==> src/rtl/http2_frame_deframer_defines.svh <==
// assertion macros for the http2 frame deframer
// included by the rtl files that carry concurrent checks
`ifndef HTTP2_FRAME_DEFRAMER_DEFINES_SVH
`define HTTP2_FRAME_DEFRAMER_DEFINES_SVH
`ifndef SYNTHESIS
`define H2FD_ASSERT_ALWAYS(lbl, clk, rst, prop) \
  lbl: assert property (@(posedge clk) disable iff (rst) (prop)) \
    else $error("h2fd check failed");
`define H2FD_ASSERT_IMPLIES(lbl, clk, rst, ante, cons) \
  lbl: assert property (@(posedge clk) disable iff (rst) (ante) |-> (cons)) \
    else $error("h2fd check failed");
`else
`define H2FD_ASSERT_ALWAYS(lbl, clk, rst, prop)
`define H2FD_ASSERT_IMPLIES(lbl, clk, rst, ante, cons)
`endif
`endif

==> src/rtl/h2fd_pkg.sv <==
// types, codes and header check functions for the http2 frame deframer
// no dependencies
`default_nettype none
package h2fd_pkg;

  typedef enum logic [2:0] {
    PH_HDR, PH_PADLEN, PH_PRIO, PH_WORD, PH_SETTING, PH_DATA, PH_PAD, PH_SKIP
  } phase_t;

  localparam logic [2:0] KIND_HEADER    = 3'd0;
  localparam logic [2:0] KIND_PAYLOAD   = 3'd1;
  localparam logic [2:0] KIND_PRIORITY  = 3'd2;
  localparam logic [2:0] KIND_SETTING   = 3'd3;
  localparam logic [2:0] KIND_WORD      = 3'd4;
  localparam logic [2:0] KIND_ERROR     = 3'd5;
  localparam logic [2:0] KIND_FRAME_END = 3'd6;

  localparam logic [1:0] ERR_NONE     = 2'd0;
  localparam logic [1:0] ERR_PROTOCOL = 2'd1;
  localparam logic [1:0] ERR_SIZE     = 2'd2;

  localparam logic [7:0] T_DATA          = 8'd0;
  localparam logic [7:0] T_HEADERS       = 8'd1;
  localparam logic [7:0] T_PRIORITY      = 8'd2;
  localparam logic [7:0] T_RESET_STREAM  = 8'd3;
  localparam logic [7:0] T_SETTINGS      = 8'd4;
  localparam logic [7:0] T_PUSH_PROMISE  = 8'd5;
  localparam logic [7:0] T_PING          = 8'd6;
  localparam logic [7:0] T_GOAWAY        = 8'd7;
  localparam logic [7:0] T_WINDOW_UPDATE = 8'd8;
  localparam logic [7:0] T_CONTINUATION  = 8'd9;

  localparam int FLAG_ACK_BIT      = 0;
  localparam int FLAG_PADDED_BIT   = 3;
  localparam int FLAG_PRIORITY_BIT = 5;

  localparam logic [3:0] HDR_BYTES_LAST = 4'd8;

  typedef struct packed {
    logic [2:0]  kind;
    logic [7:0]  frame_type;
    logic [7:0]  frame_flags;
    logic [30:0] sid;
    logic [23:0] frame_length;
    logic [31:0] word_value;
    logic [15:0] setting_id;
    logic [7:0]  data_byte;
    logic        dep_exclusive;
    logic [8:0]  dep_weight;
    logic [1:0]  error_kind;
    logic        frame_last;
  } result_t;

  function automatic logic can_pad(input logic [7:0] t);
    can_pad = (t == T_DATA) || (t == T_HEADERS) || (t == T_PUSH_PROMISE);
  endfunction

  function automatic logic [1:0] header_check(input logic [7:0] t, input logic [7:0] f,
                                              input logic sid_zero, input logic [23:0] len,
                                              input logic len_m6_zero);
    logic need_sid;
    logic zero_sid;
    logic [1:0] e;
    need_sid = (t <= T_RESET_STREAM) || (t == T_PUSH_PROMISE) || (t == T_CONTINUATION);
    zero_sid = (t == T_SETTINGS) || (t == T_PING) || (t == T_GOAWAY);
    e = ERR_NONE;
    if ((need_sid && sid_zero) || (zero_sid && !sid_zero)) begin
      e = ERR_PROTOCOL;
    end else if ((t == T_PRIORITY && len != 24'd5) ||
                 ((t == T_RESET_STREAM || t == T_WINDOW_UPDATE) && len != 24'd4) ||
                 (t == T_SETTINGS && ((f[FLAG_ACK_BIT] && len != 24'd0) || !len_m6_zero)) ||
                 (t == T_PING && len != 24'd8) ||
                 (t == T_GOAWAY && len < 24'd8)) begin
      e = ERR_SIZE;
    end else if (can_pad(t) && f[FLAG_PADDED_BIT]) begin
      if (len == 24'd0) e = ERR_PROTOCOL;
    end else if ((t == T_HEADERS && f[FLAG_PRIORITY_BIT] && len < 24'd5) ||
                 (t == T_PUSH_PROMISE && len < 24'd4)) begin
      e = ERR_SIZE;
    end
    header_check = e;
  endfunction

  // phase after the frame header or pad length byte
  function automatic phase_t body_phase(input logic [7:0] t, input logic [7:0] f,
                                        input logic [23:0] rem, input logic [7:0] pad);
    phase_t p;
    case (t)
      T_DATA, T_PING, T_CONTINUATION: p = PH_DATA;
      T_HEADERS: p = f[FLAG_PRIORITY_BIT] ? PH_PRIO : PH_DATA;
      T_PRIORITY: p = PH_PRIO;
      T_RESET_STREAM, T_PUSH_PROMISE, T_GOAWAY, T_WINDOW_UPDATE: p = PH_WORD;
      T_SETTINGS: p = PH_SETTING;
      default: p = PH_SKIP;
    endcase
    if (p == PH_DATA && rem <= {16'd0, pad}) p = (rem != 24'd0) ? PH_PAD : PH_HDR;
    body_phase = p;
  endfunction

  function automatic phase_t field_phase(input logic [23:0] rem, input logic [7:0] pad);
    if (rem == 24'd0) field_phase = PH_HDR;
    else if (rem > {16'd0, pad}) field_phase = PH_DATA;
    else field_phase = PH_PAD;
  endfunction

endpackage
`default_nettype wire

==> src/rtl/h2fd_byte_if.sv <==
// byte stream channel of the http2 frame deframer
// standalone, no dependencies
`default_nettype none
interface h2fd_byte_if;
  logic       valid;
  logic       ready;
  logic [7:0] in_byte;
  modport source (output valid, output in_byte, input ready);
  modport sink (input valid, input in_byte, output ready);
endinterface
`default_nettype wire

==> src/rtl/h2fd_result_if.sv <==
// result channel of the http2 frame deframer
// standalone, no dependencies
`default_nettype none
interface h2fd_result_if;
  logic        valid;
  logic        ready;
  logic [2:0]  kind;
  logic [7:0]  frame_type;
  logic [7:0]  frame_flags;
  logic [30:0] sid;
  logic [23:0] frame_length;
  logic [31:0] word_value;
  logic [15:0] setting_id;
  logic [7:0]  data_byte;
  logic        dep_exclusive;
  logic [8:0]  dep_weight;
  logic [1:0]  error_kind;
  logic        frame_last;
  modport source (output valid, output kind, output frame_type, output frame_flags,
                  output sid, output frame_length, output word_value,
                  output setting_id, output data_byte, output dep_exclusive,
                  output dep_weight, output error_kind, output frame_last, input ready);
  modport sink (input valid, input kind, input frame_type, input frame_flags,
                input sid, input frame_length, input word_value,
                input setting_id, input data_byte, input dep_exclusive,
                input dep_weight, input error_kind, input frame_last, output ready);
endinterface
`default_nettype wire

==> src/rtl/h2fd_parser.sv <==
// frame parser state and per-byte decode of the http2 frame deframer
// depends on h2fd_pkg and the assertion macro header
`default_nettype none
`include "http2_frame_deframer_defines.svh"
module h2fd_parser (
  input  wire logic              clk,
  input  wire logic              rst,
  input  wire logic              take,
  input  wire logic [7:0]        in_byte,
  output logic                   res_valid,
  output h2fd_pkg::result_t      res
);
  import h2fd_pkg::*;

  phase_t      phase, phase_next;
  logic [3:0]  hdr_count, hdr_count_next;
  logic [63:0] hdr_store, hdr_store_next;
  logic [23:0] frame_len, frame_len_next;
  logic [23:0] rem_len, rem_len_next;
  logic [7:0]  pad_rem, pad_rem_next;
  logic [31:0] word_shift, word_shift_next;
  logic [2:0]  field_count, field_count_next;
  logic [15:0] pend_setting, pend_setting_next;
  logic [2:0]  len_mod6, len_mod6_next;

  // running length mod 6 over the three length bytes
  logic [8:0]  m6_x;
  logic [15:0] m6_prod;
  logic [6:0]  m6_q;
  logic [9:0]  m6_r;
  logic [9:0]  m6_fix;

  always_comb begin
    m6_x    = {4'd0, ((hdr_count == 4'd0) ? 3'd0 : len_mod6), 2'b00} + {1'b0, in_byte};
    m6_prod = {7'd0, m6_x} * 16'd85;
    m6_q    = m6_prod[15:9];
    m6_r    = {1'b0, m6_x} - ({3'd0, m6_q} * 10'd6);
    m6_fix  = (m6_r >= 10'd6) ? (m6_r - 10'd6) : m6_r;
  end

  always_comb begin
    logic [23:0] rem_dec;
    logic        is_last;
    logic [7:0]  t;
    logic [7:0]  f;
    logic [31:0] ws_sh;
    logic [23:0] hdr_len;
    logic [7:0]  hdr_t;
    logic [7:0]  hdr_f;
    logic [30:0] hdr_sid;
    logic [1:0]  hdr_err;
    logic [1:0]  pl_err;
    logic [23:0] region;
    logic [31:0] v;
    logic [2:0]  r_kind;
    logic [31:0] r_word;
    logic [15:0] r_sid16;
    logic [7:0]  r_data;
    logic        r_excl;
    logic [8:0]  r_weight;
    logic [1:0]  r_err;
    logic        r_last;

    phase_next        = phase;
    hdr_count_next    = hdr_count;
    hdr_store_next    = hdr_store;
    frame_len_next    = frame_len;
    rem_len_next      = rem_len;
    pad_rem_next      = pad_rem;
    word_shift_next   = word_shift;
    field_count_next  = field_count;
    pend_setting_next = pend_setting;
    len_mod6_next     = len_mod6;

    res_valid = 1'b0;
    r_kind    = KIND_HEADER;
    r_word    = '0;
    r_sid16   = '0;
    r_data    = '0;
    r_excl    = 1'b0;
    r_weight  = '0;
    r_err     = ERR_NONE;
    r_last    = 1'b0;

    rem_dec = (rem_len != 24'd0) ? (rem_len - 24'd1) : rem_len;
    is_last = (rem_dec == 24'd0);
    t       = hdr_store[47:40];
    f       = hdr_store[39:32];
    ws_sh   = {word_shift[23:0], in_byte};
    hdr_len = hdr_store[63:40];
    hdr_t   = hdr_store[39:32];
    hdr_f   = hdr_store[31:24];
    hdr_sid = {hdr_store[22:0], in_byte};
    hdr_err = header_check(hdr_t, hdr_f, hdr_sid == 31'd0, hdr_len, len_mod6 == 3'd0);
    pl_err  = ERR_NONE;
    region  = rem_dec - {16'd0, in_byte};
    v       = ws_sh;

    if (phase == PH_HDR) begin
      if (hdr_count < HDR_BYTES_LAST) begin
        hdr_store_next = {hdr_store[55:0], in_byte};
        hdr_count_next = hdr_count + 4'd1;
        if (hdr_count < 4'd3) len_mod6_next = m6_fix[2:0];
      end else begin
        hdr_count_next    = '0;
        hdr_store_next    = {16'd0, hdr_t, hdr_f, 1'b0, hdr_sid};
        frame_len_next    = hdr_len;
        rem_len_next      = hdr_len;
        pad_rem_next      = '0;
        field_count_next  = '0;
        word_shift_next   = '0;
        pend_setting_next = '0;
        res_valid         = 1'b1;
        r_last            = (hdr_len == 24'd0);
        if (hdr_err != ERR_NONE) begin
          r_kind     = KIND_ERROR;
          r_err      = hdr_err;
          phase_next = r_last ? PH_HDR : PH_SKIP;
        end else if (r_last) begin
          phase_next = PH_HDR;
        end else if (can_pad(hdr_t) && hdr_f[FLAG_PADDED_BIT]) begin
          phase_next = PH_PADLEN;
        end else begin
          phase_next = body_phase(hdr_t, hdr_f, hdr_len, 8'd0);
        end
      end
    end else begin
      rem_len_next = rem_dec;
      r_last       = is_last;
      case (phase)
        PH_PADLEN: begin
          if ({16'd0, in_byte} > rem_dec) begin
            pl_err = ERR_PROTOCOL;
          end else if ((t == T_HEADERS && f[FLAG_PRIORITY_BIT] && region < 24'd5) ||
                       (t == T_PUSH_PROMISE && region < 24'd4)) begin
            pl_err = ERR_SIZE;
          end
          if (pl_err != ERR_NONE) begin
            res_valid  = 1'b1;
            r_kind     = KIND_ERROR;
            r_err      = pl_err;
            phase_next = PH_SKIP;
          end else begin
            pad_rem_next = in_byte;
            if (!is_last) begin
              field_count_next = '0;
              word_shift_next  = '0;
              phase_next       = body_phase(t, f, rem_dec, in_byte);
            end
          end
        end
        PH_PRIO: begin
          if (field_count < 3'd4) begin
            word_shift_next  = ws_sh;
            field_count_next = field_count + 3'd1;
          end else begin
            res_valid        = 1'b1;
            r_kind           = KIND_PRIORITY;
            r_word           = {1'b0, word_shift[30:0]};
            r_excl           = word_shift[31];
            r_weight         = {1'b0, in_byte} + 9'd1;
            field_count_next = '0;
            word_shift_next  = '0;
            phase_next       = field_phase(rem_dec, pad_rem);
          end
        end
        PH_WORD: begin
          word_shift_next = ws_sh;
          if (field_count[1:0] == 2'd3) begin
            // stream reset codes and the goaway error code keep bit 31
            if (!(t == T_RESET_STREAM || (t == T_GOAWAY && field_count == 3'd7))) v[31] = 1'b0;
            res_valid = 1'b1;
            r_kind    = KIND_WORD;
            r_word    = v;
            if (t == T_GOAWAY && field_count == 3'd3) begin
              word_shift_next  = '0;
              field_count_next = 3'd4;
            end else begin
              field_count_next = '0;
              word_shift_next  = '0;
              phase_next       = field_phase(rem_dec, pad_rem);
            end
          end else begin
            field_count_next = field_count + 3'd1;
          end
        end
        PH_SETTING: begin
          if (field_count < 3'd2) pend_setting_next = {pend_setting[7:0], in_byte};
          else word_shift_next = ws_sh;
          if (field_count >= 3'd5) begin
            res_valid         = 1'b1;
            r_kind            = KIND_SETTING;
            r_word            = word_shift_next;
            r_sid16           = pend_setting_next;
            field_count_next  = '0;
            word_shift_next   = '0;
            pend_setting_next = '0;
          end else begin
            field_count_next = field_count + 3'd1;
          end
        end
        PH_DATA: begin
          res_valid = 1'b1;
          r_kind    = KIND_PAYLOAD;
          r_data    = in_byte;
          if (rem_dec <= {16'd0, pad_rem}) phase_next = PH_PAD;
        end
        default: begin
        end
      endcase
      if (is_last) begin
        if (!res_valid) begin
          res_valid = 1'b1;
          r_kind    = KIND_FRAME_END;
        end
        phase_next        = PH_HDR;
        field_count_next  = '0;
        word_shift_next   = '0;
        pend_setting_next = '0;
        pad_rem_next      = '0;
      end
    end

    res.kind          = r_kind;
    res.frame_type    = hdr_store_next[47:40];
    res.frame_flags   = hdr_store_next[39:32];
    res.sid           = hdr_store_next[30:0];
    res.frame_length  = frame_len_next;
    res.word_value    = r_word;
    res.setting_id    = r_sid16;
    res.data_byte     = r_data;
    res.dep_exclusive = r_excl;
    res.dep_weight    = r_weight;
    res.error_kind    = r_err;
    res.frame_last    = r_last;
  end

  always_ff @(posedge clk) begin
    if (rst) begin
      phase        <= PH_HDR;
      hdr_count    <= '0;
      hdr_store    <= '0;
      frame_len    <= '0;
      rem_len      <= '0;
      pad_rem      <= '0;
      word_shift   <= '0;
      field_count  <= '0;
      pend_setting <= '0;
      len_mod6     <= '0;
    end else if (take) begin
      phase        <= phase_next;
      hdr_count    <= hdr_count_next;
      hdr_store    <= hdr_store_next;
      frame_len    <= frame_len_next;
      rem_len      <= rem_len_next;
      pad_rem      <= pad_rem_next;
      word_shift   <= word_shift_next;
      field_count  <= field_count_next;
      pend_setting <= pend_setting_next;
      len_mod6     <= len_mod6_next;
    end
  end

  `H2FD_ASSERT_ALWAYS(a_hdr_count_range, clk, rst, hdr_count <= HDR_BYTES_LAST)
  `H2FD_ASSERT_IMPLIES(a_body_count_clear, clk, rst, phase != PH_HDR, hdr_count == 4'd0)
  `H2FD_ASSERT_IMPLIES(a_error_coded, clk, rst, res_valid && res.kind == KIND_ERROR, res.error_kind != ERR_NONE)

endmodule
`default_nettype wire

==> src/rtl/h2fd_out_stage.sv <==
// output register of the http2 frame deframer, drives the result channel
// depends on h2fd_pkg, h2fd_result_if and the assertion macro header
`default_nettype none
`include "http2_frame_deframer_defines.svh"
module h2fd_out_stage (
  input  wire logic              clk,
  input  wire logic              rst,
  input  wire logic              load,
  input  wire logic              load_valid,
  input  wire h2fd_pkg::result_t res,
  output logic                   can_load,
  h2fd_result_if.source          result
);
  import h2fd_pkg::*;

  logic    valid;
  result_t held;

  // a held result frees the register in the cycle it is taken
  assign can_load = !valid || result.ready;

  always_ff @(posedge clk) begin
    if (rst) begin
      valid <= 1'b0;
    end else if (can_load) begin
      valid <= load && load_valid;
    end
  end

  always_ff @(posedge clk) begin
    if (can_load && load && load_valid) held <= res;
  end

  assign result.valid         = valid;
  assign result.kind          = held.kind;
  assign result.frame_type    = held.frame_type;
  assign result.frame_flags   = held.frame_flags;
  assign result.sid           = held.sid;
  assign result.frame_length  = held.frame_length;
  assign result.word_value    = held.word_value;
  assign result.setting_id    = held.setting_id;
  assign result.data_byte     = held.data_byte;
  assign result.dep_exclusive = held.dep_exclusive;
  assign result.dep_weight    = held.dep_weight;
  assign result.error_kind    = held.error_kind;
  assign result.frame_last    = held.frame_last;

  `H2FD_ASSERT_IMPLIES(a_frame_end_last, clk, rst, valid && held.kind == KIND_FRAME_END, held.frame_last)

endmodule
`default_nettype wire

==> src/rtl/http2_frame_deframer.sv <==
// HTTP/2 frame deframer. Takes one byte of the frame stream per transaction on
// "stream" and gives at most one result per byte on "result": a header result
// (or an error) on the ninth header byte, then payload bytes, priority blocks,
// settings pairs and 32-bit fields, with frame_last set on the result of the
// last byte of each frame; padding and the body of unknown or failed frames
// give a single frame-end result. A byte is accepted every cycle while the
// result register is empty or being read; its result is registered in the single
// output register stage and appears in the cycle after acceptance.
// depends on h2fd_pkg, h2fd_byte_if, h2fd_result_if, h2fd_parser, h2fd_out_stage
`default_nettype none
module http2_frame_deframer (
  input  wire logic     clk,
  input  wire logic     rst,
  h2fd_byte_if.sink     stream,
  h2fd_result_if.source result
);
  import h2fd_pkg::*;

  logic    can_load;
  logic    take;
  logic    res_valid;
  result_t res;

  assign stream.ready = can_load;
  assign take         = stream.valid && can_load;

  h2fd_parser u_parser (
    .clk       (clk),
    .rst       (rst),
    .take      (take),
    .in_byte   (stream.in_byte),
    .res_valid (res_valid),
    .res       (res)
  );

  h2fd_out_stage u_out (
    .clk        (clk),
    .rst        (rst),
    .load       (take),
    .load_valid (res_valid),
    .res        (res),
    .can_load   (can_load),
    .result     (result)
  );

endmodule
`default_nettype wire
==> src/flat_wrapper.sv <==
// flat-port wrapper written by rule: the top's interface ports become plain ports
module http2_frame_deframer_flat import h2fd_pkg::*;
  (clk, rst, stream_valid, stream_in_byte, stream_ready, result_valid, result_kind, result_frame_type, result_frame_flags, result_sid, result_frame_length, result_word_value, result_setting_id, result_data_byte, result_dep_exclusive, result_dep_weight, result_error_kind, result_frame_last, result_ready);
  h2fd_byte_if stream_i ();
  h2fd_result_if result_i ();
  input  wire logic clk;
  input  wire logic rst;
  input wire logic [$bits(stream_i.valid)-1:0] stream_valid;
  input wire logic [$bits(stream_i.in_byte)-1:0] stream_in_byte;
  output wire logic [$bits(stream_i.ready)-1:0] stream_ready;
  output wire logic [$bits(result_i.valid)-1:0] result_valid;
  output wire logic [$bits(result_i.kind)-1:0] result_kind;
  output wire logic [$bits(result_i.frame_type)-1:0] result_frame_type;
  output wire logic [$bits(result_i.frame_flags)-1:0] result_frame_flags;
  output wire logic [$bits(result_i.sid)-1:0] result_sid;
  output wire logic [$bits(result_i.frame_length)-1:0] result_frame_length;
  output wire logic [$bits(result_i.word_value)-1:0] result_word_value;
  output wire logic [$bits(result_i.setting_id)-1:0] result_setting_id;
  output wire logic [$bits(result_i.data_byte)-1:0] result_data_byte;
  output wire logic [$bits(result_i.dep_exclusive)-1:0] result_dep_exclusive;
  output wire logic [$bits(result_i.dep_weight)-1:0] result_dep_weight;
  output wire logic [$bits(result_i.error_kind)-1:0] result_error_kind;
  output wire logic [$bits(result_i.frame_last)-1:0] result_frame_last;
  input wire logic [$bits(result_i.ready)-1:0] result_ready;
  assign stream_i.valid = stream_valid;
  assign stream_i.in_byte = stream_in_byte;
  assign stream_ready = stream_i.ready;
  assign result_valid = result_i.valid;
  assign result_kind = result_i.kind;
  assign result_frame_type = result_i.frame_type;
  assign result_frame_flags = result_i.frame_flags;
  assign result_sid = result_i.sid;
  assign result_frame_length = result_i.frame_length;
  assign result_word_value = result_i.word_value;
  assign result_setting_id = result_i.setting_id;
  assign result_data_byte = result_i.data_byte;
  assign result_dep_exclusive = result_i.dep_exclusive;
  assign result_dep_weight = result_i.dep_weight;
  assign result_error_kind = result_i.error_kind;
  assign result_frame_last = result_i.frame_last;
  assign result_i.ready = result_ready;
  http2_frame_deframer u_core (.clk(clk), .rst(rst), .stream(stream_i), .result(result_i));
endmodule
==> config.mk <==
export PLATFORM = sky130hd
export DESIGN_NAME = http2_frame_deframer_flat
export DESIGN_NICKNAME = d
export VERILOG_FILES = /design/src/rtl/h2fd_pkg.sv /design/src/rtl/h2fd_byte_if.sv /design/src/rtl/h2fd_result_if.sv /design/src/rtl/h2fd_parser.sv /design/src/rtl/h2fd_out_stage.sv /design/src/rtl/http2_frame_deframer.sv /design/src/flat_wrapper.sv
export VERILOG_INCLUDE_DIRS = /design/src /design/src/rtl
export SDC_FILE = /design/constraint.sdc
export NUM_CORES = 1
export LEC_CHECK = 0
export ABC_CLOCK_PERIOD_IN_PS = 12400
export BUFFER_PORTS_ARGS = -buffer_cell sky130_fd_sc_hd__buf_2
export CORE_AREA = 4 4 190 192
export CTS_CLUSTER_DIAMETER = 40
export DETAILED_ROUTE_END_ITERATION = 10
export DIE_AREA = 0 0 194 196
export GPL_TIMING_DRIVEN = 0
export PLACE_DENSITY_LB_ADDON = 0.15
export SYNTH_ARGS = -nofsm -noshare
export SYNTH_HDL_FRONTEND = slang
export SYNTH_SLANG_ARGS = --single-unit
export TNS_END_PERCENT = 30
==> constraint.sdc <==
create_clock -name clk -period 12.4 [get_ports clk]
set_clock_uncertainty 0.1 [all_clocks]
set_input_delay 1.24 -clock clk [delete_from_list [all_inputs] [get_ports clk]]
set_output_delay 1.24 -clock clk [all_outputs]
set_load 0.01 [all_outputs]
=== Word level (Yosys, flattened, before mapping) ===
Cells that the tools add are included.

* Bits in writable memories: 0
* Logic and storage cells: 277
* Bits in latches: 0
* Memories kept: 0
* Register bits: 325
* Bits in read-only memories: 0

* Eq/ne operators: 38
* Shift-type cells: 0
* $mul: 2
* Divide/modulo/power cells: 0
* Bitwise gates (word level): 4
* Reductions and logical operators: 74
* $add $sub $neg: 8
* Order comparisons: 17
* Muxes and demuxes: 110

{| class="wikitable"
|+ Operators with widths
! operator !! number
|-
| $mux W32 || 10
|-
| $mux W3 || 44
|-
| $pmux W32 S4 || 1
|-
| $mux W24 || 5
|-
| $lt A24 B3 Y1 const B || 4
|-
| $mux W16 || 6
|-
| $pmux W32 S3 || 1
|-
| $reduce_bool A24 Y1 || 3
|-
| $eq A8 B3 Y1 const B || 8
|-
| $mux W64 || 1
|-
| $le A24 B8 Y1 || 2
|-
| $logic_not A24 Y1 || 2
|-
| $mux W48 || 1
|-
| $ne A24 B3 Y1 const B || 2
|-
| $pmux W3 S5 || 3
|-
| $mux W8 || 5
|-
| $eq A8 B2 Y1 const B || 4
|-
| $eq A8 B4 Y1 const B || 4
|-
| $mux W2 || 16
|-
| $logic_not A31 Y1 || 1
|-
| $mux W31 || 1
|-
| $gt A24 B8 Y1 || 1
|-
| $gt A8 B24 Y1 || 1
|-
| $le A24 B1 Y1 const B || 1
|-
| 48 further kinds || 126
|}

=== Depth between registers and ports, before layout ===
Gate-level depths: netlist of run 1.

* Depth after elaboration: 21
* Gate-level depth with buffers: 36
* Mapped depth without buffers: 36

=== Hierarchy ===
From an unflattened synthesis of run 1, not the netlist that was laid out.

* Cells, all modules: 1884
* Area total of the unflattened synthesis: 17110.2 µm²

{| class="wikitable"
|+ Modules (own cells, without submodules)
! module !! cells an instance !! times used !! sequential area each (µm²) !! area each (µm²)
|-
| h2fd_parser || 1735 || 1 || 3623.5 || 12747.2
|-
| h2fd_out_stage || 148 || 1 || 4314.1 || 4356.7
|-
| http2_frame_deframer || 1 || 1 || 0.0 || 6.3
|}

=== Least setup slack after synthesis of run 1 ===
Ideal clock, no wire load.

* Path type: register -> register
* Start point: register u_core.u_parser.rem_len[0]
* End point: register u_core.u_out.held, in the netlist u_core.u_out.result.data_byte[0] (enable)
* Period minus slack after synthesis: 11.555 ns
* Slack: 0.845 ns
* Stages on the path, launching flop included: 20
* Arrival time: 10.762 ns
* Buffers on the path: 1
* Path through: dfxtp_1 > inv_1 > ha_1 > or4b_4 > nand4bb_4 > or2_1 > clkbuf_1 > nand2_1 > mux2i_1 > ha_1 > a21oi_1 > nand2_1 > o21ai_0 > a21o_1 > mux2i_1 > nor4_1 > o2111ai_2 > nand2_4 > o22ai_1 > a21oi_1

* Longest elaborated chain between the ends: 17
* Elaborated cells on any way between the ends: 22
* Those cells by class: add/sub (2); order compare (3); mux (10); reduce/logical (7)

{| class="wikitable"
|+ RTL lines
! what !! line !! source
|-
| start: declaration || h2fd_parser.sv:19 || <nowiki>logic [23:0] rem_len, rem_len_next;</nowiki>
|-
| start signal: assignment || h2fd_parser.sv:255 || <nowiki>rem_len <= rem_len_next;</nowiki>
|-
| $sub A24 B1 Y24 / $reduce_bool A24 Y1 (equally long branches) || h2fd_parser.sv:85 || <nowiki>rem_dec = (rem_len != 24'd0) ? (rem_len - 24'd1) : rem_len;</nowiki>
|-
| $mux W24 * || h2fd_parser.sv:85 ||
|-
| $sub A24 B8 Y24 || h2fd_parser.sv:96 || <nowiki>region = rem_dec - {16'd0, in_byte};</nowiki>
|-
| $lt A24 B3 Y1 (on tied branches) || h2fd_parser.sv:134, h2fd_parser.sv:135 ||
|-
| $logic_and A1 B1 Y1 (on tied branches) || h2fd_parser.sv:134, h2fd_parser.sv:135 ||
|-
| $logic_or A1 B1 Y1 || h2fd_parser.sv:134 || <nowiki>end else if ((t == T_HEADERS && f[FLAG_PRIORITY_BIT] && region < 24'd5) ||</nowiki>
|-
| $mux W2 || h2fd_parser.sv:134 ||
|-
| $mux W2 || h2fd_parser.sv:132 || <nowiki>if ({16'd0, in_byte} > rem_dec) begin</nowiki>
|-
| $mux W2 || h2fd_parser.sv:130 || <nowiki>case (phase)</nowiki>
|-
| $mux W2 || h2fd_parser.sv:99 || <nowiki>if (phase == PH_HDR) begin</nowiki>
|-
| $reduce_bool A2 Y1 || h2fd_parser.sv:138 || <nowiki>if (pl_err != ERR_NONE) begin</nowiki>
|-
| $mux W1 || h2fd_parser.sv:138 ||
|-
| $pmux W1 S5 || h2fd_parser.sv:130 ||
|-
| $mux W1 || h2fd_parser.sv:99 ||
|-
| $mux W1 * || h2fd_parser.sv:211 || <nowiki>if (is_last) begin</nowiki>
|-
| $mux W1 * || h2fd_parser.sv:99 ||
|-
| $logic_and A1 B1 Y1 * || h2fd_out_stage.sv:31 || <nowiki>if (can_load && load && load_valid) held <= res;</nowiki>
|-
| end signal: assignment || h2fd_out_stage.sv:31 ||
|-
| end: declaration || h2fd_out_stage.sv:17 || <nowiki>result_t held;</nowiki>
|}

Mark *: on every way between the ends. The rest lies on a longest branch, timed or not. The select of a mux whose other input is x is not followed.
A chain may end at the register's enable or synchronous reset.

=== Worst setup path in the final report of run 1 ===
* Start point: register u_core.u_parser.hdr_count[0]
* End point: register u_core.u_parser.len_mod6[1]

* Longest elaborated chain between the ends: 8
* Elaborated cells on any way between the ends: 12
* Those cells by class: add/sub (3); mul (2); order compare (3); mux (2); reduce/logical (2)

{| class="wikitable"
|+ RTL lines
! what !! line !! source
|-
| start: declaration || h2fd_parser.sv:16 || <nowiki>logic [3:0] hdr_count, hdr_count_next;</nowiki>
|-
| start signal: assignment || h2fd_parser.sv:252 || <nowiki>hdr_count <= hdr_count_next;</nowiki>
|-
| $logic_not A4 Y1 || h2fd_parser.sv:34 || <nowiki>m6_x = {4'd0, ((hdr_count == 4'd0) ? 3'd0 : len_mod6), 2'b00} + {1'b0, in_byte};</nowiki>
|-
| $mux W3 || h2fd_parser.sv:34 ||
|-
| $add A5 B8 Y9 || h2fd_parser.sv:34 ||
|-
| $mul A9 B7 Y16 || h2fd_parser.sv:35 || <nowiki>m6_prod = {7'd0, m6_x} * 16'd85;</nowiki>
|-
| $mul A7 B2 Y9 || h2fd_parser.sv:37 || <nowiki>m6_r = {1'b0, m6_x} - ({3'd0, m6_q} * 10'd6);</nowiki>
|-
| $sub A9 B10 Y10 || h2fd_parser.sv:37 ||
|-
| $ge A10 B3 Y1 / $sub A3 B3 Y3 (equally long branches) || h2fd_parser.sv:38 || <nowiki>m6_fix = (m6_r >= 10'd6) ? (m6_r - 10'd6) : m6_r;</nowiki>
|-
| $mux W3 || h2fd_parser.sv:38 ||
|-
| end signal: assignment || h2fd_parser.sv:260 || <nowiki>len_mod6 <= len_mod6_next;</nowiki>
|-
| end: declaration || h2fd_parser.sv:24 || <nowiki>logic [2:0] len_mod6, len_mod6_next;</nowiki>
|}

Several ways; a longest one is shown, not always the timed one.

==> flow_summary.toml, run 1 <==
[synthesis]
syn_nets = 1920
yosys_warnings = 0
syn-instance-count = 1814
synth_edf_count = 143
synth_cell_types = 99
async_flop_share_pct = 0
yosysSeqAreaShare_pct = 46.6
ys.flop_type = "dfxtp_1"
avgSynthCellArea_um2 = 9.39
synth_top_area_share_pct = 25.2
synth_top_area_cell = "edfxtp_1"
synth_area_leaders = "edfxtp_1 25%, dfxtp_1 21%, nand2_1 7.5%"
synth_seq_cells = 325
synthesis.area_um2 = 17000

[route]
routed_wirelength_um = 49800
wl_per_cell_um = 19.9
postRouteAntennaNets = 0
drt-pass1-iter-count = 5
num_vias = 14500
drc = 0
drt_iter0_drc = 1291
viasPerCell = 5.79

[place]
gp_congestion = 0.929
numPortBuffers = 155
hpwlAfterDp_um = 36600
place_area_um2 = 18500

[timing]
rsz0062_at_grt = "false"
setup_viol = 0
hold_ws_ns = 0.354
max_slew.worst_pin.slew_ns = 1.13
fin_crit_ns = 8.31
period_share_pct = 67.0
fin_tns_setup_ns = 0
slew_headroom_pct = 24.2
timing.fmax_ghz = 0.120
slew_viol_final = 0
hold_viol = 0

[worst_setup_path]
crit_top_cell = "ha_1"
cpPeakStageDelay_ns = 0.59
path_max_fanout = 5
end_kind = "flip-flop"
path_class = "flip-flop to flip-flop"
start_kind = "flip-flop"
critPathRequiredTime_ns = 12.68
cp_slowest_cell = "nor3b_1"
critical_path.top_delay_family = "adder cells"
critPathBufInv = 3
critPathArrivalTime_ns = 8.59

[global_routing]
grt_pass1_vias = 13900
grt_overflow = 0
antenna_found_initial = 1
grtUsageTotal_pct = 25.5
grt_max_degree = 33
grt_pass1_wl_um = 78300

[floorplan]
row_count = 68
dieArea_um2 = 38000
pin_count = 157
fp.dieW_um = 194
start_util_pct = 49.6
die_h_um = 196
coreArea_um2 = 34400

[clock_tree]
cts_setup_buffers = 0
clkLatencyLatePin_ns = 0.55
h-tree-depth = 2
clockBufferDepth = 3
cts_root_buf = "clkbuf_16"
clkTransAtPathRegs_ns = 0.06
cts_hold_buf = 0
cts_tree = "done"
cts_sinks = 325
ctsResizeCount = 0
numCtsBuffers = 43

[status]
status = "finished clean"

[run]
max_cap_violations = 0

[cells_and_area]
multi_input_area_um2 = 8310
n_fill_cell = 3026
fin_util_pct = 58.1
nets = 2125
area_delta_synth_final_pct = 17.3
fin_area_um2 = 20000
seq_area_um2 = 7940
drive_above_1_share_pct = 15.6
diodes = 0

[min_path]
hold_class = "flip-flop to flip-flop"
[synthesized netlist by cell type, types with 7 or more instances]
cell,instances
o31ai_1,11
a22o_1,65
ha_1,82
nor3_1,42
o211ai_1,7
o21a_1,10
xor2_1,17
a211oi_1,14
dfxtp_1,182
nor2_1,124
nand3b_1,18
buf_1,8
a21o_1,16
a31oi_1,7
mux2i_1,8
clkbuf_1,87
nand2b_1,23
mux2_2,25
fa_1,12
a21oi_1,158
nand4_1,8
a22oi_1,22
nand3_1,35
inv_1,61
edfxtp_1,143
nor2b_1,13
o21ai_0,58
nand2_1,339
nor4_1,30
xnor2_1,19
or3_1,7
nor4b_1,17
[stage by stage]
stage          cells  setup slack (ns)
2_1_floorplan   1814             0.845
3_3_place_gp    2424             -2.65
3_5_place_dp    2429              4.15
4_1_cts         2509              4.07
5_1_grt         2509              3.47
6_report        2509              4.09
[routing by layer]
metal  track usage (%)  up-vias  wire (µm)
met5                 0        -          0
met3              3.83      106       3750
met1              35.0     6885      21800
met4              9.61        0       1720
li1                  -     6939          -
met2              41.3      599      22600
[area by class of cell]
class	instances	area share (%)
multi-input combinational	1310	41.6
buffer	116	2.81
timing repair buffer	160	4.46
clock buffer	59	6.10
clock inverter	21	1.27
sequential	325	39.7
inverter	63	1.18
tap	455	2.85
[cell usage in the layout (no fill, tap or decap), types with 25 or more instances in the layout]
cell type	count
nor3_1	42
mux2_2	25
nor4_1	30
clkbuf_16	45
edfxtp_1	143
a21oi_1	157
o21ai_0	58
nand3_1	35
nand2_1	339
clkbuf_1	96
ha_1	82
inv_1	61
nor2_1	124
a22o_1	65
dfxtp_1	182
buf_2	160
[worst paths after layout]
check                                                   from                                         end  slack, ns  cells past startpoint
hold reg to reg   u_core.u_parser.frame_len[11]$_SDFFE_PP0P_  u_core.u_parser.frame_len[11]$_SDFFE_PP0P_       0.35                      2
setup reg to reg   u_core.u_parser.hdr_count[0]$_SDFFE_PP0P_    u_core.u_parser.len_mod6[1]$_SDFFE_PP0P_       4.09                     34
hold / removal    u_core.u_parser.frame_len[11]$_SDFFE_PP0P_  u_core.u_parser.frame_len[11]$_SDFFE_PP0P_       0.35                      2
setup / recovery   u_core.u_parser.hdr_count[0]$_SDFFE_PP0P_    u_core.u_parser.len_mod6[1]$_SDFFE_PP0P_       4.09                     34
[registers in the layout, indices dropped and copies added (netlist names), 3 cells and up]
register                          flops
u_core.u_parser.len_mod6              3
u_core.u_out.result.frame_length     24
u_core.u_parser.field_count           3
u_core.u_parser.rem_len              24
u_core.u_parser.word_shift           32
u_core.u_parser.pad_rem               8
u_core.u_parser.hdr_store            64
u_core.u_parser.phase                 3
u_core.u_parser.frame_len            24
u_core.u_out.result.frame_type        8
u_core.u_out.result.kind              3
u_core.u_parser.pend_setting         16
u_core.u_out.result.data_byte         8
u_core.u_parser.hdr_count             4
u_core.u_out.result.sid              31
u_core.u_out.result.frame_flags       8
u_core.u_out.result.setting_id       16
u_core.u_out.result.dep_weight        9
u_core.u_out.result.word_value       32
[cells by family (layout without fill, tap and decap cells)]
group,count (synthesis),count (layout),share of synthesized area (%)
simple gates,710,710,20.2
mux,36,36,2.34
xor+xnor,36,36,1.85
flops,325,325,46.6
fa+ha+maj,95,95,7.49
compound gates,433,433,16.8
buf+inv,179,419,4.68
[tightest hold or removal path, cell delays in order (launching register included)]
cell	delay [ns]
dfxtp_1	0.30
nand2_1	0.05
a21oi_1	0.05
Power of run 1 is left out: the tool's default activity adds up to more than one toggle a clock period on the data nets, which glitch-free logic cannot reach.
==> run 2, diff against run 1 <==
--- a/config.mk
+++ b/config.mk
@@ -6,12 +6,13 @@
 export SDC_FILE = /design/constraint.sdc
 export NUM_CORES = 1
 export LEC_CHECK = 0
-export ABC_CLOCK_PERIOD_IN_PS = 12400
+export ABC_AREA = 1
+export ABC_CLOCK_PERIOD_IN_PS = 6900
 export BUFFER_PORTS_ARGS = -buffer_cell sky130_fd_sc_hd__buf_2
-export CORE_AREA = 4 4 190 192
+export CORE_AREA = 4 4 200 202
 export CTS_CLUSTER_DIAMETER = 40
 export DETAILED_ROUTE_END_ITERATION = 10
-export DIE_AREA = 0 0 194 196
+export DIE_AREA = 0 0 204 206
 export GPL_TIMING_DRIVEN = 0
 export PLACE_DENSITY_LB_ADDON = 0.15
 export SYNTH_ARGS = -nofsm -noshare
==> constraint.sdc (replaced) <==
create_clock -name clk -period 6.9 [get_ports clk]
set_clock_uncertainty 0.1 [all_clocks]
set_input_delay 0.69 -clock clk [delete_from_list [all_inputs] [get_ports clk]]
set_output_delay 0.69 -clock clk [all_outputs]
set_load 0.01 [all_outputs]
==> run 2 against run 1 <==
Compared with the run above: the flow now finishes with violations (negative setup slack); global-route usage is 1.1 points higher; register-to-register slack worse by 4.1 ns; cell area is 14% higher; hold slack better by 0.0089 ns; via count is 23% higher; sequential share of layout area is 4.9 points lower; final cell count is 28% higher.
==> flow_summary.toml, run 2 <==
[synthesis]
yosys-top-cells-count = "514 x nand2_1, 282 x inv_1, 254 x o21ai_0, 224 x nor2_1, 182 x dfxtp_1"
synth_area_leaders = "edfxtp_1 23%, dfxtp_1 19%, nand2_1 10%"
synth_seq_cells = 325
synth_top_area_share_pct = 22.7
syn-instance-count = 2425
ys.flop_type = "dfxtp_1"
avgSynthCellArea_um2 = 7.80
synth_cell_types = 60
yosysSeqAreaShare_pct = 42.0
synth_edf_count = 143
synthesis.area_um2 = 18900
syn_nets = 2531
async_flop_share_pct = 0
yosys_warnings = 0
synth_most_common_cell = "nand2_1"
synth_top_area_cell = "edfxtp_1"

[timing]
slew_headroom_pct = 23.5
hold_ws_ns = 0.363
period_share_pct = 100
rsz0062_at_grt = "true"
fin_ws_ns = -0.0225
slew_viol_final = 0
timing.fmax_ghz = 0.144
max_slew.worst_pin.slew_ns = 1.14
setup_viol = 2
fin_crit_ns = 6.92
hold_viol = 0

[worst_setup_path]
cpPeakStageDelay_ns = 0.60
critPathArrivalTime_ns = 7.26
r2r-end = "u_core.u_parser.len_mod6[2]$_SDFFE_PP0P_"
cp_slowest_cell = "fa_2"
cp-startpoint = "u_core.u_parser.hdr_count[1]$_SDFFE_PP0P_"
path_max_fanout = 4
start_kind = "flip-flop"
end_kind = "flip-flop"
critPathRequiredTime_ns = 7.23
r2r-start = "u_core.u_parser.hdr_count[1]$_SDFFE_PP0P_"
path_class = "flip-flop to flip-flop"
endpoint = "u_core.u_parser.len_mod6[2]$_SDFFE_PP0P_"
rr_worst_depth = 34
r2r_setup_slack_ns = -0.02
crit_top_cell = "ha_4"

[place]
numPlacedInstances = 3097
dp_worst_setup_slack_ns = -0.902
hpwlAfterDp_um = 41000
gp_congestion = 0.915
numPortBuffers = 153
place_area_um2 = 20400

[floorplan]
dieArea_um2 = 42000
start_util_pct = 49.4
pin_count = 157
row_count = 72
coreArea_um2 = 38300
fp.dieW_um = 204
die_h_um = 206

[cells_and_area]
fin_area_um2 = 22800
fin_cells = 3220
area_delta_synth_final_pct = 20.6
drive_above_1_share_pct = 19.4
final_common_cell = "nand2_1"
top_register = "u_core.u_parser.hdr_store"
mostFrequentLayoutCells = "505 x nand2_1, 270 x inv_1, 246 x o21ai_0"
diodes = 0
nets = 2766
multi_input_area_um2 = 9740
n_fill_cell = 3394
largest_reg_flops = 64
seq_area_um2 = 7940

[global_routing]
use_met1_pct = 35.9
grt_pass1_vias = 17100
grt_max_degree = 92
met2_usage_pct = 44.0
antenna_found_initial = 0
grt_overflow = 0
grt.busiest_layer = "met2"
grtUsageTotal_pct = 26.6
grt.met3_usage_pct = 3.75
grt_pass1_wl_um = 90100

[pwr]
p_leak_nw = 9.40
power_density_nw_per_um2 = 646
vdd_drop_max_v = 0.000778
power.total_mw = 14.7

[clock_tree]
numCtsBuffers = 50
clkTransAtPathRegs_ns = 0.06
cts_root_buf = "clkbuf_16"
clockBufferDepth = 3
clkLatencyLatePin_ns = 0.58
cts_sinks = 325
cts_tree = "done"
h-tree-depth = 2

[route]
drt-pass1-iter-count = 6
routed_wirelength_um = 57500
wl_per_cell_um = 17.8
postRouteAntennaNets = 0
drc = 0
num_vias = 17800
drt_iter0_drc = 1309
viasPerCell = 5.54

[run]
max_cap_violations = 0

[status]
failed_checks = "negative setup slack"
status = "complete, but fails checks"

[min_path]
hold_class = "flip-flop to flip-flop"
-- run 2: cell types whose count changed after synthesis, moves of 33 or more --
cell / delta
o21ai_0: +196
nor2_1: +100
nor2_2: +45
nand2_1: +175
a22o_1: -65
nand2_2: +37
nand2_4: +33
inv_1: +221
nand3_1: +55
-- run 2: per-stage QoR --
stage                     TNS [ns]  util, %
after floorplan                  0        -
after global placement     -255.55     53.1
after detailed placement     -1.64     53.2
after CTS                        0     58.9
after global routing        -0.535     59.5
final                      -0.0354     59.5
-- run 2: worst max-delay path, delay by kind of cell, from the launching register on --
kind,cells,cell delay (ns)
AND/OR/NAND/NOR,9,1.10
buffers and inverters,8,0.85
AO/OA/AOI/OAI,5,0.81
XOR/XNOR,2,0.28
flip-flops,1,0.32
adder cells (fa/ha/maj),10,3.29
-- run 2: cells by family (layout without fill, tap and decap cells) --
logic type / count (synthesis) / count (layout) / synth area share [%]
simple gates: 1040 / 1040 / 25.6
compound gates: 520 / 520 / 15.4
buf+inv: 414 / 691 / 8.85
flops: 325 / 325 / 42.0
fa+ha+maj: 94 / 94 / 6.70
xor+xnor: 28 / 28 / 1.30
mux: 4 / 4 / 0.212
-- run 2: metal layers --
layer | wire length (µm) | part of all wire (%)
met1 | 24800 | 43
met2 | 27000 | 47
met3 | 3630 | 6.3
met4 | 2020 | 3.5
met5 | 0 | 0
-- run 2: what timing repair did --
| item | in CTS | in global routing |
|---|---|---|
| resized for setup | 60 | 38 |
| hold buffers | 0 | 0 |
| buffers inserted | 19 | 10 |
| setup endpoints to repair | 2 | 2 |
| endpoints found under the hold margin | 0 | 0 |
| pin swaps | 41 | 57 |
-- run 2: worst min path at each step --
stage,endpoint,slack (ns),cells past startpoint,startpoint
2_1_floorplan,u_core.u_parser.pend_setting[12]$_SDFFE_PP0P_,0.34,2,u_core.u_parser.pend_setting[12]$_SDFFE_PP0P_
3_3_place_gp,u_core.u_parser.pend_setting[14]$_SDFFE_PP0P_,0.35,2,u_core.u_parser.pend_setting[14]$_SDFFE_PP0P_
3_5_place_dp,u_core.u_parser.pend_setting[8]$_SDFFE_PP0P_,0.35,2,u_core.u_parser.pend_setting[8]$_SDFFE_PP0P_
4_1_cts,u_core.u_out.result.sid[7]$_DFFE_PP_,0.36,3,stream_in_byte[7]
5_1_grt,u_core.u_parser.pend_setting[8]$_SDFFE_PP0P_,0.38,2,u_core.u_parser.pend_setting[8]$_SDFFE_PP0P_
6_report,u_core.u_parser.pend_setting[9]$_SDFFE_PP0P_,0.36,2,u_core.u_parser.pend_setting[9]$_SDFFE_PP0P_
-- run 2: cell type report --
cell class | instances | share of cell area, %
Buffer | 115 | 2.38
Clock buffer | 60 | 6.11
Clock inverter | 34 | 1.66
Inverter | 299 | 5.01
Multi-Input combinational cell | 1686 | 42.7
Sequential cell | 325 | 34.8
Tap cell | 518 | 2.84
Timing Repair Buffer | 183 | 4.45
-- run 2: report_power, final --
part           total [mW]  leakage [nW]  switching, mW  internal, mW
registers            2.65          2.83          0.237          2.41
clock network        2.66         0.863           1.00          1.65
logic                9.43          5.71           5.65          3.78
total                14.7          9.40           6.89          7.85
Power figures use the tool's default switching activity.
